## config.mk

```make
export PLATFORM = sky130hd
export DESIGN_NAME = csm_mac
export DESIGN_NICKNAME = d
export VERILOG_FILES = /design/src/design/csr_sparse_matvec_macros.svh /design/src/design/csm_pkg.sv /design/src/design/csm_mac.sv
export SDC_FILE = /design/constraint.sdc
export NUM_CORES = 2
export LEC_CHECK = 0
export ABC_AREA = 1
export BUFFER_PORTS_ARGS = -buffer_cell sky130_fd_sc_hd__clkbuf_2
export CORE_UTILIZATION = 60
export DETAILED_ROUTE_END_ITERATION = 6
export PLACE_DENSITY = 0.8
export SYNTH_ARGS = -nofsm -noshare
export SYNTH_HDL_FRONTEND = slang
export SYNTH_SLANG_ARGS = --single-unit
```

## constraint.sdc

```tcl
create_clock -name clk -period 12.6 [get_ports clk]
set_input_delay 1.26 -clock clk [delete_from_list [all_inputs] [get_ports clk]]
set_output_delay 1.26 -clock clk [all_outputs]
set_load 0.02 [all_outputs]
```

## src/design/csr_sparse_matvec_macros.svh

```systemverilog
// Assertion helpers used by csr_sparse_matvec.
`ifndef CSR_SPARSE_MATVEC_MACROS_SVH
`define CSR_SPARSE_MATVEC_MACROS_SVH

// Same-cycle implication, checked on clk and held off during reset.
`define CSM_ASSERT_NOW(lbl, ante, cons, msg) \
  lbl: assert property (@(posedge clk) disable iff (!rst_n) (ante) |-> (cons)) \
    else $error(msg);

// Next-cycle implication, checked on clk and held off during reset.
`define CSM_ASSERT_NEXT(lbl, ante, cons, msg) \
  lbl: assert property (@(posedge clk) disable iff (!rst_n) (ante) |=> (cons)) \
    else $error(msg);

`endif

```

## src/design/csm_pkg.sv

```systemverilog
package csm_pkg;

  localparam int VECTOR_DEPTH_DEF = 1024;
  localparam int MAX_ROWS_DEF     = 65536;

  localparam int CMD_W     = 2;
  localparam int IDX_W     = 10;
  localparam int VAL_W     = 32;
  localparam int ROWNUM_W  = 16;
  localparam int NROWS_W   = 17;
  localparam int ACC_W     = 64;
  localparam int FRAC_BITS = 16;

  localparam int CFG_AW = 3;
  localparam int CFG_DW = 32;

  localparam logic [CMD_W-1:0] CMD_LOAD  = 2'd0;
  localparam logic [CMD_W-1:0] CMD_NZ    = 2'd1;
  localparam logic [CMD_W-1:0] CMD_EMPTY = 2'd2;

  // Register index, taken from byte address bit 2.
  localparam logic REG_NUM_ROWS = 1'b0;

  localparam logic [NROWS_W-1:0] NUM_ROWS_RESET = 17'd1;

  // Item after the store read has been issued.
  typedef struct packed {
    logic                    valid;
    logic [CMD_W-1:0]        cmd;
    logic signed [VAL_W-1:0] value;
    logic                    eor;
    logic                    hit;
  } csm_nz_t;

  // Finished row handed to the output stage.
  typedef struct packed {
    logic                emit;
    logic [ACC_W-1:0]    total;
    logic [ROWNUM_W-1:0] row;
  } csm_row_t;

endpackage

```

## src/design/csm_mac.sv

```systemverilog
module csm_mac #(
  parameter int MAX_ROWS = csm_pkg::MAX_ROWS_DEF,
  localparam int RW = $clog2(MAX_ROWS)
) (
  input  logic                          clk,
  input  logic                          rst_n,
  input  logic                          adv,
  input  logic [csm_pkg::NROWS_W-1:0]   num_rows,
  input  csm_pkg::csm_nz_t              nz_i,
  input  logic [csm_pkg::VAL_W-1:0]     x_i,
  output csm_pkg::csm_row_t             row_o
);

  logic                              v2_r;
  logic [csm_pkg::CMD_W-1:0]         cmd2_r;
  logic                              eor2_r;
  logic signed [csm_pkg::ACC_W-1:0]  p2_r;
  logic signed [csm_pkg::VAL_W-1:0]  x_sel;

  logic [csm_pkg::ACC_W-1:0]   acc_r, acc_nxt, acc_sum;
  logic [RW-1:0]               row_cnt_r, row_cnt_nxt;
  logic [csm_pkg::NROWS_W-1:0] row_inc;
  logic                        emit2;
  csm_pkg::csm_row_t           row_r, row_nxt;

  // A column outside the store reads as zero.
  assign x_sel = nz_i.hit ? $signed(x_i) : '0;

  always_ff @(posedge clk) begin
    if (adv) begin
      cmd2_r <= nz_i.cmd;
      eor2_r <= nz_i.eor;
      p2_r   <= nz_i.value * x_sel;
    end
  end

  // Q32.32 product back to Q16.16, floor rounding.
  assign acc_sum = acc_r + csm_pkg::ACC_W'(p2_r >>> csm_pkg::FRAC_BITS);
  assign row_inc = csm_pkg::NROWS_W'(row_cnt_r) + csm_pkg::NROWS_W'(1);

  always_comb begin
    acc_nxt     = acc_r;
    row_cnt_nxt = row_cnt_r;
    emit2       = 1'b0;
    row_nxt     = '0;
    if (v2_r) begin
      case (cmd2_r)
        csm_pkg::CMD_NZ: begin
          acc_nxt = eor2_r ? '0 : acc_sum;
          emit2   = eor2_r;
        end
        csm_pkg::CMD_EMPTY: begin
          acc_nxt = '0;
          emit2   = 1'b1;
        end
        default: ;
      endcase
    end
    row_nxt.emit  = emit2;
    row_nxt.total = (cmd2_r == csm_pkg::CMD_NZ) ? acc_sum : acc_r;
    row_nxt.row   = csm_pkg::ROWNUM_W'(row_cnt_r);
    if (emit2) begin
      if ((row_inc >= num_rows) ||
          (row_inc >= csm_pkg::NROWS_W'(MAX_ROWS))) begin
        row_cnt_nxt = '0;
      end else begin
        row_cnt_nxt = RW'(row_inc);
      end
    end
  end

  always_ff @(posedge clk) begin
    if (!rst_n) begin
      v2_r       <= 1'b0;
      acc_r      <= '0;
      row_cnt_r  <= '0;
      row_r.emit <= 1'b0;
    end else if (adv) begin
      v2_r       <= nz_i.valid;
      acc_r      <= acc_nxt;
      row_cnt_r  <= row_cnt_nxt;
      row_r      <= row_nxt;
    end
  end

  assign row_o = row_r;

endmodule

```

# After elaboration in Yosys (flattened, before gate mapping)
# Cells that the tools add are included.
dict set report classes {
  n_eq_ne 2
  n_mul 1
  order_cmp 2
  add_sub_neg 2
  mux 7
  n_reduce_logical 5
}
# operator count
set op_table {}
lappend op_table {{$mux 64} 2}
lappend op_table {{$pmux 64 s2} 1}
lappend op_table {{$add 64x64->64} 1}
lappend op_table {{$mul 32x32->64} 1}
lappend op_table {{$mux 32} 1}
lappend op_table {{$add 16x1->17 const B} 1}
lappend op_table {{$ge 17x17->1} 1}
lappend op_table {{$ge 17x17->1 const B} 1}
lappend op_table {{$mux 16} 1}
lappend op_table {{$reduce_and 2->1} 2}
lappend op_table {{$reduce_and 3->1} 1}
lappend op_table {{$eq 2x1->1 const B} 1}
lappend op_table {{$eq 2x2->1 const B} 1}
lappend op_table {{$pmux 1 s2} 1}
lappend op_table {{$reduce_bool 2->1} 1}
lappend op_table {{$logic_or 1x1->1} 1}
lappend op_table {{$mux 1} 1}
dict set report totals {
  regBits 229
  word_cells 28
  inputBits 89
  out_inout_bits 81
}

# Logic depth before layout (Yosys ltp)
dict set report depth {
  word_depth 4
  depth_mapped 34
  depth_no_buf 31
}

# Least setup slack after synthesis
# No wires, ideal clock.
dict set report synth_path {
  path_type {input to register}
  start {in nz_i[33] (netlist name)}
  end {reg p2_r[53] (netlist name), data pin}
  cell_stages 28
  arrival_time_ps 8205
  setup_ps 252
  path_buffers 2
  setup_slack_ps 4143
  required_time_ps 12348
  cell_sequence {clkbuf_1 -> inv_1 -> clkbuf_1 -> nor2_1 -> inv_1 -> fa_1 -> fa_1 -> fa_1 -> inv_1 -> fa_1 -> inv_1 -> fa_1 -> inv_1 -> fa_1 -> inv_1 -> fa_1 -> fa_1 -> inv_1 -> ha_1 -> nand2_1 -> nor2_1 -> inv_1 -> nor2_1 -> inv_1 -> nor4_1 -> nand2_1 -> nand3_1 -> nand2_1}
}
dict set report synth_via {
  elab_chain_cells 1
}
# item line_no
set synth_lines {}
lappend synth_lines {{start: declaration} csm_mac.sv:9} ;# input csm_pkg::csm_nz_t nz_i,
lappend synth_lines {{$mul 32x32->64} csm_mac.sv:33} ;# p2_r <= nz_i.value * x_sel;
lappend synth_lines {{end signal: assignment} csm_mac.sv:33}
lappend synth_lines {{end: declaration} csm_mac.sv:17} ;# logic signed [csm_pkg::ACC_W-1:0] p2_r;
# Every way passes these cells.
# A chain may end at the register's enable or synchronous reset.

# Worst setup path after layout
dict set report layout_path {
  start {in nz_i[0] (netlist name)}
  end {reg p2_r[55] (netlist name), data pin}
}
dict set report layout_via {
  elab_chain_cells 2
}
# item line_no
set layout_lines {}
lappend layout_lines {{$mux 32} csm_mac.sv:27} ;# assign x_sel = nz_i.hit ? $signed(x_i) : '0;
lappend layout_lines {{$mul 32x32->64} csm_mac.sv:33}
# Every way passes these cells.

==> impl_results.md <==
- Worst EP arrival: 10,380 ps
- R2r setup slk: 9140 ps
- Relative slew slack: 22.0%
- Critical Path RT: 12,910 ps
- Vias per inst: 5.70
- CTS buffer count: 23
- Setup repair bufs after CTS: 0
- CP Cell Sequence: clkbuf_2 > nand2_1 > inv_1 > nand2_1 > fa_1 > inv_1 > fa_1 > fa_1 > fa_1 > fa_1 > fa_1 > inv_1 > fa_1 > inv_1 > fa_1 > ha_1 > a21o_1 > a31oi_1 > o21ai_0 > o21bai_1 > a21oi_1 > nand2_1 > nand2_1 > nand2_1
- Worst setup SP type: primary input
- Final Slew Violations: 0
- Filler Cell Count: 7,164
- Post-CTS Hold Fix Bufs: 0
- Number of remaining DRC errors: 0
- Mux cell area share after synthesis: 0%
- DP HPWL: 132,000 µm
- Clock sinks: 213
- Die width: 292 µm
- WS Path Type: in -> reg
- Clk_lat worst skew: 560 ps
- Initial Utilization: 61.0%
- Global-route usage over all layers: 38.9%
- DRT Pass-1 Iters: 6
- Post-CTS sizing: 0
- Post-Syn Instances: 6,425
- Final worst path period share: 80.0%
- Crit end category: flop
- Setup-failing EPs final: 0
- Buffers added on ports: 169
- Ys Warns: 0
- Worst path max stage delay: 1020 ps
- Clk slew on worst S/H paths: 60 ps
- DIE HEIGHT: 292 µm
- Nets: 7,884
- Xor/xnor share of the synthesized area: 1.18%
- Synth Area per Inst: 7.83 µm²
- Clk_skew: 45.0 ps
- Iter 0 DRT Violations: 4,165
- Critical Path Fanout Max: 32
- Synth Area in Simple Gates: 21.6%
- Row cnt: 105
- CTS root buffer: clkbuf_16
- Syn Nets: 7,859
- Area Overhead vs Synth: 4.92%
- Crit-path slowest cell: inv_1
- Worst Path Buf+Inv: 5
- Longest Clk Path Bufs: 3
- FF+latch count, synth: 213
- CTS tree: built
- Final Hold Fails: 0
- RSZ-0062 raised after global routing: no
- Tmin final: 10,070 ps
- Fraction of layout cells with a size suffix above 1: 4.48%
- Core area: 0.0825 mm²
- First-pass GRT wire length: 252,000 µm
- Detail Route Antenna Nets: 0
- Slew @ Worst Pin: 1170 ps
- Via count: 43,000
- I/O Pins: 170
- Post-Route WL: 160,000 µm
- Synth unique cells: 44
- Initial antenna violation count: 3
- Highest clock rate: 99.3 MHz
- Compound-Gate Fraction of Synth Area: 3.72%
- Post-synthesis sequential area ratio: 11.1%
- Crit-path most repeated cell: fa_1
- Global placement routability congestion: 1.06
- Grt ovf: 0
- Vias in the first global route: 44,900
- TNS Setup: 0 ps
- CP top delay family: adder cells
- Full die area: 0.0850 mm²
- WL per Instance: 21.2 µm
- Status: completed
- Fraction of the mapped netlist area in adder cells: 49.6%
- Largest family of logic cells by synthesized area: adder cells
- Max cap viols: 0
- Syn Std Cell Area: 0.0503 mm²
- Hold crit path type: reg -> reg
- H-tree Lvls: 1
- Largest net degree at the start of global routing: 67
## worst paths after layout
path	from	end	cells after the start
worst max-delay path	nz_i[0]	p2_r[55]	24
worst min-delay path	row_o[80]	row_o[80]	2
worst max register to register	row_cnt_r[0]	row_cnt_r[1]	18
worst min register to register	row_o[80]	row_o[80]	2
## cell type report
cell class | count | area [µm²] | area share [%]
multi-input cells | 4504 | 38300 | 72.6
inverters | 1504 | 5650 | 10.7
flip-flops and latches | 213 | 5580 | 10.6
well taps | 1070 | 1340 | 2.54
repair buffers | 204 | 1110 | 2.10
clock buffers | 27 | 611 | 1.16
clock inverters | 15 | 204 | 0.386
diodes | 1 | 2.50 | 0.00474
## cells by family (layout without fill, tap and decap cells)
| group | after synthesis | after routing |
|---|---|---|
| flops | 213 | 213 |
| simple gates | 2740 | 2740 |
| fa+ha+maj | 1345 | 1345 |
| buf+inv | 1708 | 1750 |
| xor+xnor | 68 | 68 |
| other cells | 0 | 1 |
| compound gates | 351 | 351 |
## routing by layer
metal	global-route usage (%)	vias to the layer above	share of wire (%)
li1	-	18900	-
met1	49.3	20700	37
met2	61.1	2681	44
met3	9.84	670	12
met4	21.7	4	7.0
met5	0	-	0.022
## layout by cell type (no fill, tap or decap), types with 3 or more instances in the layout
cell type	instances
nand2_1	1609
inv_1	1471
fa_1	1082
nor2_1	794
ha_1	262
a21oi_1	232
nand3_1	206
clkbuf_2	169
edfxtp_1	131
dfxtp_1	82
o21ai_0	71
xor2_1	54
nand4_1	37
buf_4	35
nor3_1	25
clkbuf_16	23
clkinv_1	21
o21bai_1	18
nor4_1	18
xnor2_1	14
inv_2	12
and3_1	10
or2_2	9
nand2_2	8
nor2_2	7
o21a_1	7
a21boi_0	7
a21o_1	6
nand3b_1	6
clkinvlp_4	5
bufinv_16	4
a31oi_1	3
inv_6	3
## registers in the layout (all words and copies together) (netlist names)
signal,flops
row_o,81
p2_r,48
cmd2_r,2
row_cnt_r,16
eor2_r,1
acc_r,64
v2_r,1
## synthesized netlist by cell type, drive strengths merged
cell type / n / share of area [%]
inv: 1483 / 11
xnor2: 14 / 0.24
nand3: 209 / 2.1
a21boi: 7 / 0.10
buf: 39 / 0.35
dfxtp: 82 / 3.3
a21oi: 232 / 2.3
and3b: 1 / 0.017
and2: 2 / 0.025
nor2: 801 / 6.0
o211ai: 1 / 0.015
nand4: 38 / 0.48
o21a: 7 / 0.10
edfxtp: 131 / 7.8
clkbuf: 165 / 1.2
a21o: 6 / 0.089
nand3b: 6 / 0.089
o31ai: 1 / 0.015
clkinv: 21 / 0.16
o21bai: 18 / 0.27
nor4: 18 / 0.22
a211oi: 1 / 0.015
xor2: 54 / 0.94
ha: 263 / 6.5
or2: 9 / 0.11
and3: 10 / 0.12
nand2: 1617 / 12
o21ai: 74 / 0.74
nor3: 29 / 0.34
a22o: 1 / 0.017
fa: 1082 / 43
a31oi: 3 / 0.037
## per-stage QoR
stage	hold WS, ps	util, %	cell area [µm²]	cells	worst slack (ps)
2_1_floorplan	452	-	50300	6425	4140
3_3_place_gp	470	63.0	52000	7495	2360
3_5_place_dp	474	63.0	52000	7495	2250
4_1_cts	483	64.0	52800	7537	2810
5_1_grt	502	64.0	52800	7537	2250
6_report	484	64.0	52800	7538	2530
## tightest hold or removal path: stages, from the launching register on
cell     delay [ps]
dfxtp_1         320
nand2_1          60
a21oi_1          50
Power is left out: the tool's default activity adds up to more than one toggle a clock period on the data nets, which glitch-free logic cannot reach.
