<file path="src/design/csr_sparse_matvec_macros.svh">
// Assertion helpers used by csr_sparse_matvec.
`ifndef CSR_SPARSE_MATVEC_MACROS_SVH
`define CSR_SPARSE_MATVEC_MACROS_SVH

// Same-cycle implication, checked on clk and held off during reset.
`define CSM_ASSERT_NOW(lbl, ante, cons, msg) \
  lbl: assert property (@(posedge clk) disable iff (!rst_n) (ante) |-> (cons)) \
    else $error(msg);

// Next-cycle implication, checked on clk and held off during reset.
`define CSM_ASSERT_NEXT(lbl, ante, cons, msg) \
  lbl: assert property (@(posedge clk) disable iff (!rst_n) (ante) |=> (cons)) \
    else $error(msg);

`endif

</file>
<file path="src/design/csm_pkg.sv">
package csm_pkg;

  localparam int VECTOR_DEPTH_DEF = 1024;
  localparam int MAX_ROWS_DEF     = 65536;

  localparam int CMD_W     = 2;
  localparam int IDX_W     = 10;
  localparam int VAL_W     = 32;
  localparam int ROWNUM_W  = 16;
  localparam int NROWS_W   = 17;
  localparam int ACC_W     = 64;
  localparam int FRAC_BITS = 16;

  localparam int CFG_AW = 3;
  localparam int CFG_DW = 32;

  localparam logic [CMD_W-1:0] CMD_LOAD  = 2'd0;
  localparam logic [CMD_W-1:0] CMD_NZ    = 2'd1;
  localparam logic [CMD_W-1:0] CMD_EMPTY = 2'd2;

  // Register index, taken from byte address bit 2.
  localparam logic REG_NUM_ROWS = 1'b0;

  localparam logic [NROWS_W-1:0] NUM_ROWS_RESET = 17'd1;

  // Item after the store read has been issued.
  typedef struct packed {
    logic                    valid;
    logic [CMD_W-1:0]        cmd;
    logic signed [VAL_W-1:0] value;
    logic                    eor;
    logic                    hit;
  } csm_nz_t;

  // Finished row handed to the output stage.
  typedef struct packed {
    logic                emit;
    logic [ACC_W-1:0]    total;
    logic [ROWNUM_W-1:0] row;
  } csm_row_t;

endpackage

</file>
<file path="src/design/csm_out_if.sv">
interface csm_out_if;
  logic                                valid;
  logic                                ready;
  logic signed [csm_pkg::VAL_W-1:0]    row_sum;
  logic [csm_pkg::ROWNUM_W-1:0]        row_number;
  logic                                saturated;

  modport source (output valid, output row_sum, output row_number,
                  output saturated, input ready);
  modport sink (input valid, input row_sum, input row_number,
                input saturated, output ready);
endinterface

</file>
<file path="src/design/csm_out.sv">
module csm_out (
  input  logic              clk,
  input  logic              rst_n,
  input  csm_pkg::csm_row_t row_i,
  output logic              hold_o,
  csm_out_if.source         out_ch
);

  logic                             out_valid_r;
  logic signed [csm_pkg::VAL_W-1:0] sum_r, sum_nxt;
  logic [csm_pkg::ROWNUM_W-1:0]     row_r;
  logic                             sat_r, sat_nxt;
  logic                             fits;

  // The sum fits when bits 63..31 are all equal.
  assign fits = (row_i.total[csm_pkg::ACC_W-1:csm_pkg::VAL_W-1] == '0) ||
                (row_i.total[csm_pkg::ACC_W-1:csm_pkg::VAL_W-1] == '1);

  always_comb begin
    sat_nxt = !fits;
    if (fits) begin
      sum_nxt = $signed(row_i.total[csm_pkg::VAL_W-1:0]);
    end else if (row_i.total[csm_pkg::ACC_W-1]) begin
      sum_nxt = {1'b1, {(csm_pkg::VAL_W-1){1'b0}}};
    end else begin
      sum_nxt = {1'b0, {(csm_pkg::VAL_W-1){1'b1}}};
    end
  end

  // Only a finished row that finds the output word still waiting stops the pipe.
  assign hold_o = out_valid_r && !out_ch.ready && row_i.emit;

  always_ff @(posedge clk) begin
    if (!rst_n) begin
      out_valid_r <= 1'b0;
    end else if (row_i.emit && !hold_o) begin
      out_valid_r <= 1'b1;
    end else if (out_ch.ready) begin
      out_valid_r <= 1'b0;
    end
  end

  always_ff @(posedge clk) begin
    if (row_i.emit && !hold_o) begin
      sum_r <= sum_nxt;
      row_r <= row_i.row;
      sat_r <= sat_nxt;
    end
  end

  assign out_ch.valid      = out_valid_r;
  assign out_ch.row_sum    = sum_r;
  assign out_ch.row_number = row_r;
  assign out_ch.saturated  = sat_r;

endmodule
</file>
<file path="src/flat_wrapper.sv">
// flat-port wrapper written by rule: the top's interface ports become plain ports
module csm_out_flat 
  (clk, rst_n, row_i, hold_o, out_ch_valid, out_ch_row_sum, out_ch_row_number, out_ch_saturated, out_ch_ready);
  csm_out_if out_ch_i ();
  input  logic clk;
  input  logic rst_n;
  input  csm_pkg::csm_row_t row_i;
  output logic hold_o;
  output wire logic [$bits(out_ch_i.valid)-1:0] out_ch_valid;
  output wire logic [$bits(out_ch_i.row_sum)-1:0] out_ch_row_sum;
  output wire logic [$bits(out_ch_i.row_number)-1:0] out_ch_row_number;
  output wire logic [$bits(out_ch_i.saturated)-1:0] out_ch_saturated;
  input wire logic [$bits(out_ch_i.ready)-1:0] out_ch_ready;
  assign out_ch_valid = out_ch_i.valid;
  assign out_ch_row_sum = out_ch_i.row_sum;
  assign out_ch_row_number = out_ch_i.row_number;
  assign out_ch_saturated = out_ch_i.saturated;
  assign out_ch_i.ready = out_ch_ready;
  csm_out u_core (.clk(clk), .rst_n(rst_n), .row_i(row_i), .hold_o(hold_o), .out_ch(out_ch_i));
endmodule
</file>
<file path="config.mk">
export PLATFORM = sky130hd
export DESIGN_NAME = csm_out_flat
export DESIGN_NICKNAME = d
export VERILOG_FILES = /design/src/design/csr_sparse_matvec_macros.svh /design/src/design/csm_pkg.sv /design/src/design/csm_out_if.sv /design/src/design/csm_out.sv /design/src/flat_wrapper.sv
export SDC_FILE = /design/constraint.sdc
export NUM_CORES = 1
export LEC_CHECK = 0
export ABC_AREA = 1
export BUFFER_PORTS_ARGS = -buffer_cell sky130_fd_sc_hd__buf_2
export CAP_MARGIN = 20
export CORE_MARGIN = 1.5
export CORE_UTILIZATION = 35
export DETAILED_ROUTE_END_ITERATION = 10
export GPL_ROUTABILITY_DRIVEN = 1
export PLACE_DENSITY_LB_ADDON = 0.12
export REMOVE_ABC_BUFFERS = 1
export SYNTH_ARGS = -nofsm -noshare
export SYNTH_HDL_FRONTEND = slang
export SYNTH_SLANG_ARGS = --single-unit
</file>
<file path="constraint.sdc">
create_clock -name clk -period 4.3 [get_ports clk]
set_input_delay 0.645 -clock clk [delete_from_list [all_inputs] [get_ports clk]]
set_output_delay 0.645 -clock clk [all_outputs]
set_load 0.02 [all_outputs]
</file>
# --- After elaboration in Yosys (flattened, before gate mapping) ---
# Cells that the tools add are included.
word_totals:
  ramBits: 0
  word_cells: 18
  latch_bits: 0
  memories: 0
  register_bits: 50
  out_inout_bits: 51
  in_bits: 84
  mem_bits_ro: 0
classes:
  n_mul: 0
  mux: 4
  shift: 0
  n_lt_le_gt_ge: 0
  reduce_logical: 9
  add_sub_neg: 0
  div: 0
  n_eq_ne: 1
  bitwise_logic: 0
ops:
  columns: ["op", "count"]
  rows:
  - ["$mux W32", 2]
  - ["$eq A33 B33 Y1 const B", 1]
  - ["$logic_not A33 Y1", 1]
  - ["$logic_and A1 B1 Y1", 3]
  - ["$logic_not A1 Y1", 3]
  - ["$mux W1", 2]
  - ["$reduce_bool A2 Y1", 1]
  - ["$logic_or A1 B1 Y1", 1]

# --- Longest topological paths before layout ---
# Gate-level depths: netlist of the first run.
logic_depth:
  word_depth: 6
  depth_mapped: 9

# --- Least setup slack after synthesis of the first run ---
# OpenSTA, ideal clock, no wires.
synth_timing:
  path_kind: "input -> register"
  start: "in row_i[80] (netlist name)"
  end: "reg u_core.row_r (netlist bit u_core.out_ch.row_number[0]), enable pin"
  setup_time_ns: 0.472
  slack_ns: 0.741
  arrival_time_ns: 3.087
  cell_stages: 2
  required_ns: 3.828
  cell_sequence: "inv_1 a21oi_1"
synth_via:
  elab_chain_cells: 3
synth_lines:
  columns: ["item", "line_no", "rtl"]
  rows:
  - ["from (decl)", "flat_wrapper.sv:7", "input csm_pkg::csm_row_t row_i;"]
  - ["$logic_and A1 B1 Y1", "csm_out.sv:31", "assign hold_o = out_valid_r && !out_ch.ready && row_i.emit;"]
  - ["$logic_not A1 Y1", "csm_out.sv:44", "if (row_i.emit && !hold_o) begin"]
  - ["$logic_and A1 B1 Y1 *", "csm_out.sv:44", null]
  - ["to (signal assigned)", "csm_out.sv:46", "row_r <= row_i.row;"]
  - ["to (decl)", "csm_out.sv:11", "logic [csm_pkg::ROWNUM_W-1:0] row_r;"]
# Every way passes the cells marked *; elsewhere a longest branch is shown, timed or not.
# A chain may end at the register's enable or synchronous reset.

# --- Final worst setup path of the first run ---
layout_timing:
  start: "in out_ch_ready"
  end: "reg u_core.sum_r (netlist bit u_core.out_ch.row_sum[25]), enable pin"
layout_via:
  elab_chain_cells: 5
layout_lines:
  columns: ["item", "line_no", "rtl"]
  rows:
  - ["from (decl)", "flat_wrapper.sv:13", "input wire logic [$bits(out_ch_i.ready)-1:0] out_ch_ready;"]
  - ["$logic_not A1 Y1", "csm_out.sv:31", null]
  - ["$logic_and A1 B1 Y1 (2 in series)", "csm_out.sv:31", null]
  - ["$logic_not A1 Y1", "csm_out.sv:44", null]
  - ["$logic_and A1 B1 Y1", "csm_out.sv:44", null]
  - ["to (signal assigned)", "csm_out.sv:45", "sum_r <= sum_nxt;"]
  - ["to (decl)", "csm_out.sv:10", "logic signed [csm_pkg::VAL_W-1:0] sum_r, sum_nxt;"]
# Every way passes these cells.

==> flow_summary_export.csv, run 1 <==
group,metric,value,unit
grt,grt-ovfl-total,0,
cts,htreeDepth,2,
finish,fillers,529,
run,drv_cap,0,
placement,numPortBuffers,134,
cts,cts_tree,"built",
finish,layout-drive-gt1-share,44.62,%
outcome,outcome,"completed",
hold_path,hold_path_class,"in -> reg",
floorplanning,dieHeight,80.11,um
route,viasPerCell,4.312,
cts,path_clk_slew,0.09,ns
floorplanning,core_area,0.005608,mm2
critical_path,crit_required,4.28,ns
cts,cts_buffer_depth,2,
placement,placed_cell_area,0.002789,mm2
critical_path,crit_path_max_fanout,30,
grt,grt_pass1_vias,1638,
floorplanning,num_io_pins,135,
route,drc,0,
timing,drv_slew,0,
synth,ys_types,11,
cts,clock-sinks,50,
route,routed.top_layer,"met4",
timing,fin_tns_setup,0,ns
synth,synth_cells,189,
critical_path,start_kind,"input port",
timing,rsz0062_at_grt,"no",
cts,ctsHoldBuffers,0,
finish,regArea,0.001491,mm2
route,wl_met1,1802,um
timing,hold_violations,0,
placement,dpl.cell_count,389,
grt,track_usage,13.94,%
placement,dp_hpwl,3431,um
timing,finalCritPeriodShare,45.16,%
timing,clock_skew,0.006253,ns
power_and_ir_drop,p_leak,0.001334,uW
finish,final_cell_area,0.002900,mm2
floorplanning,die_width,80.11,um
synth,syn_area,0.002081,mm2
route,drt_wl_total,4491,um
timing,setup_viol,0,
timing,fmax,0.5149,GHz
finish,fin_nets,408,
finish,area_growth,39.39,%
cts,clockRootBuffer,"clkbuf_8",
grt,grt_start_max_net_pins,33,
synth,synth.avg_cell_area,11.01,um2
timing,slew_headroom,39.74,%
critical_path,endpoint_kind,"flip-flop",
floorplanning,start_util,37.10,%
grt,grt_pass1_wl,6817,um
timing,fin_crit,1.942,ns
route,first_iter_violations,61,
finish,multi_input_area,521.8,um2
cts,cts_resized,0,
power_and_ir_drop,worst_ir_drop_vdd,0.1672,mV
critical_path,critPathKind,"in -> reg",
route,dr_wl_met2,2116,um
route,wl_met3,509,um
route,ant_nets,0,
cts,post_cts_buffers,0,
floorplanning,rows,27,
grt,antenna_found_initial,0,
floorplanning,die_area,0.006417,mm2
route,drtPass1Iterations,4,
route,route.vias.total,1712,
route,wire_per_inst,11.31,um
synth,synth-seq-cells,50,
finish,fin_cells,397,
power_and_ir_drop,power_density,362.7,mW/mm2
placement,place_congestion,0.7053,
timing,worst_pin_slew,0.9019,ns
cts,cts_buffers,5,
finish,num_antenna_cells,0,
synth,synth_warnings,0,
cts,clkLatencyLatePin,0.30,ns
critical_path,arrival,1.92,ns
synth,seq_area_frac_synth,71.68,%
==> power by group <==
group	switching [uW]	leakage (uW)	total (uW)	internal, uW
clock	150	0.0000562	324	173
combinational	93.2	0.000806	152	58.5
sequential	6.26	0.000472	576	570
==> cells in the final DEF (no fill, tap or decap), types with 2 or more instances in the layout <==
master	instances
clkbuf_8	5
nor2_1	31
nand2_1	95
buf_2	134
inv_1	2
edfxtp_1	49
==> layer usage <==
metal  up-vias  track usage (%)
li1        881                -
met1       735            14.81
met2        89            25.13
met3         7            5.682
met4         0            4.138
met5         -                0
==> worst paths after layout <==
check / from / end / slack, ns / cells after the start
min reg2reg: u_core.out_ch.valid / u_core.out_ch.valid / 0.58 / 2
max reg2reg: u_core.out_ch.valid / u_core.out_ch.row_sum[25] / 2.48 / 2
min: row_i[11] / u_core.out_ch.row_number[11] / 0.52 / 1
max: out_ch_ready / u_core.out_ch.row_sum[25] / 2.36 / 4
==> state kept, by name, summed over array words and instances, names as in the netlist <==
| signal | count |
|---|---|
| u_core.out_ch.row_number | 16 |
| u_core.out_ch.row_sum | 32 |
| u_core.out_ch.valid | 1 |
| u_core.out_ch.saturated | 1 |
==> critical path: stages <==
cell and delay (ns):
buf_2 0.07, inv_1 0.06, a21oi_4 0.72, buf_4 0.41
==> logic make-up after synthesis <==
kind of cell           after synthesis  share of synthesized area [%]
DFF                                 50                          71.68
buffers and inverters                9                          3.788
and+or+nand+nor                    127                          23.03
AOI/OAI and AO/OA                    3                          1.503
==> cells in the mapped netlist <==
library cell	n	share of area, %
nand2_2	1	0.30
nand2_1	95	17
dfxtp_1	1	0.96
inv_1	2	0.36
o21bai_4	1	0.90
edfxtp_1	49	71
a21oi_1	1	0.24
buf_6	6	3.2
nor2_1	31	5.6
clkbuf_1	1	0.18
a21boi_0	1	0.36
==> layout make-up <==
type                    count  share of cell area, %
clock buffers               5                  2.373
flip-flops and latches     50                  51.42
repair buffers            135                  23.38
clock inverters             3                  1.467
well taps                  72                  3.106
multi-input cells         130                  17.99
inverters                   2                 0.2588
==> stage by stage <==
stage	setup WS, ns	total power, uW	hold WS, ns	util (%)
final	2.358	1052	0.5201	51.72
after detailed placement	1.969	742.4	0.5678	49.73
after global placement	2.019	740.0	0.5444	49.73
after CTS	2.297	1069	0.5124	51.72
after floorplan	0.7407	665.8	0.5805	-
after global routing	2.264	1100	0.5003	51.72
(Power assumes the default switching activity.)
==> run 2: changes to the inputs <==
==> constraint.sdc (replaced) <==
create_clock -name clk -period 1.6 [get_ports clk]
set_input_delay 0.24 -clock clk [delete_from_list [all_inputs] [get_ports clk]]
set_output_delay 0.24 -clock clk [all_outputs]
set_load 0.02 [all_outputs]
==> flow_summary_export.csv, run 2 (same netlist as run 1, synthesis figures left out) <==
group,metric,value,unit
timing,hold_violations,0,
critical_path,worstRegToRegCells,2,
grt,grt-ovfl-total,0,
floorplanning,dieHeight,80.11,um
critical_path,critPathKind,"reg -> out",
cts,path_clk_slew,0.08,ns
route,first_iter_violations,64,
critical_path,start_kind,"flip-flop",
finish,fillers,553,
floorplanning,num_io_pins,135,
route,ant_nets,0,
finish,layout-drive-gt1-share,45.26,%
critical_path,rrSetupSlack,0.48,ns
critical_path,arrival,1.00,ns
floorplanning,die_area,0.006417,mm2
power_and_ir_drop,p_leak,0.001350,uW
cts,cts_tree,"built",
hold_path,min_from,"row_i[6]",
timing,rsz0062_at_grt,"no",
cts,cts_buffers,5,
timing,finalCritPeriodShare,77.81,%
hold_path,hold_path_class,"in -> reg",
critical_path,path_buf_inv,1,
route,route.vias.total,1738,
placement,place_congestion,0.6931,
cts,clock-sinks,50,
power_and_ir_drop,worst_ir_drop_vdd,0.3569,mV
critical_path,rr_startpoint,"u_core.out_ch.valid",
timing,clock_skew,0.007542,ns
grt,grt_pass1_vias,1624,
critical_path,crit_family,"flip-flops",
finish,area_growth,40.89,%
timing,slew_headroom,82.86,%
cts,clockRootBuffer,"clkbuf_8",
route,viasPerCell,4.356,
outcome,outcome,"completed",
route,drtPass1Iterations,5,
finish,fin_nets,411,
finish,final_util,52.28,%
timing,fin_crit,1.245,ns
cts,clkLatencyLatePin,0.29,ns
cts,cts_buffer_depth,2,
cts,htreeDepth,2,
placement,dp_hpwl,3428,um
timing,worst_slack,0.3551,ns
critical_path,crit_required,1.36,ns
timing,setup_viol,0,
run,drv_cap,0,
timing,drv_slew,0,
floorplanning,rows,27,
grt,antenna_found_initial,0,
critical_path,r2r_end,"u_core.out_ch.row_sum[31]",
placement,place_ws,0.1513,ns
route,drt_wl_total,4470,um
grt,grt_start_max_net_pins,50,
critical_path,endpoint_kind,"output port",
route,wire_per_inst,11.20,um
timing,fmax,0.8033,GHz
cts,cts_resized,0,
critical_path,critPathSlowestCell,"dfxtp_1",
finish,layout_commonest_cell,"buf_2",
cts,post_cts_buffers,0,
finish,num_antenna_cells,0,
finish,largest_reg_flops,32,
route,drc,0,
cts,ctsHoldBuffers,0,
floorplanning,core_area,0.005608,mm2
floorplanning,start_util,37.10,%
critical_path,cp_cell_sequence,"nand2_1, nor2_1, buf_2",
critical_path,crit_path_max_fanout,3,
floorplanning,die_width,80.11,um
hold_path,min_to,"u_core.out_ch.row_number[6]",
timing,worst_pin_slew,0.2571,ns
hold_path,hold_depth,1,
placement,numPortBuffers,134,
timing,fin_tns_setup,0,ns
grt,grt_pass1_wl,7093,um
grt,track_usage,14.54,%
power_and_ir_drop,power_density,909.7,mW/mm2
finish,final_cell_mix,"buf_2 (134), nand2_1 (95), edfxtp_1 (49)",
critical_path,cpPeakStageDelay,0.40,ns
==> run 2: final cells by class <==
type                       instances  area [um2]  share of cell area, %
clock buffer                       5       68.82                  2.347
inverter                           2       7.507                 0.2561
clock inverter                     2       13.76                 0.4695
multi-input combinational        130       521.8                  17.80
tap                               72       90.09                  3.073
sequential                        50        1491                  50.87
timing repair buffer             138       738.2                  25.18
==> run 2: how the worst max path moves through the flow <==
stage                              from                           to  slack [ns]  cells after the start
finish              u_core.out_ch.valid                       hold_o        0.36                      3
global placement              row_i[70]    u_core.out_ch.row_sum[12]        0.17                      8
floorplan           u_core.out_ch.valid  u_core.out_ch.row_number[0]       -1.69                      1
detailed placement            row_i[70]    u_core.out_ch.row_sum[12]        0.15                      8
CTS                 u_core.out_ch.valid                       hold_o        0.34                      3
global route        u_core.out_ch.valid                       hold_o        0.28                      3
==> run 2: through the flow <==
| step | area, um2 | hold slack, ns | cells | power, uW |
|---|---|---|---|---|
| detailed placement | 2849 | 0.4181 | 392 | 2012 |
| global route | 2932 | 0.09563 | 399 | 2806 |
| global placement | 2849 | 0.4171 | 392 | 2007 |
| floorplan | 2009 | 0.3389 | 182 | 1789 |
| CTS | 2932 | 0.1091 | 399 | 2707 |
| finish | 2932 | 0.1220 | 399 | 2667 |
==> run 2: worst register-to-register path, cell delays in order (launching register included) <==
cell and delay, ns:
dfxtp_1 0.35, a21oi_4 0.17, buf_12 0.27
==> run 2: power breakdown <==
part	switching, uW	leakage [uW]	internal, uW	total [uW]
clock	390	0.0000444	302	693
sequential	17.2	0.000472	1530	1550
combinational	253	0.000834	173	426
total	661	0.00135	2010	2670
==> run 2: layer usage <==
layer	track usage, %	vias to the layer above	routed length (um)
met1	16.26	757	1809
met5	0	-	0
met4	3.621	0	41
met2	25.97	89	2152
li1	-	887	-
met3	5.455	5	466
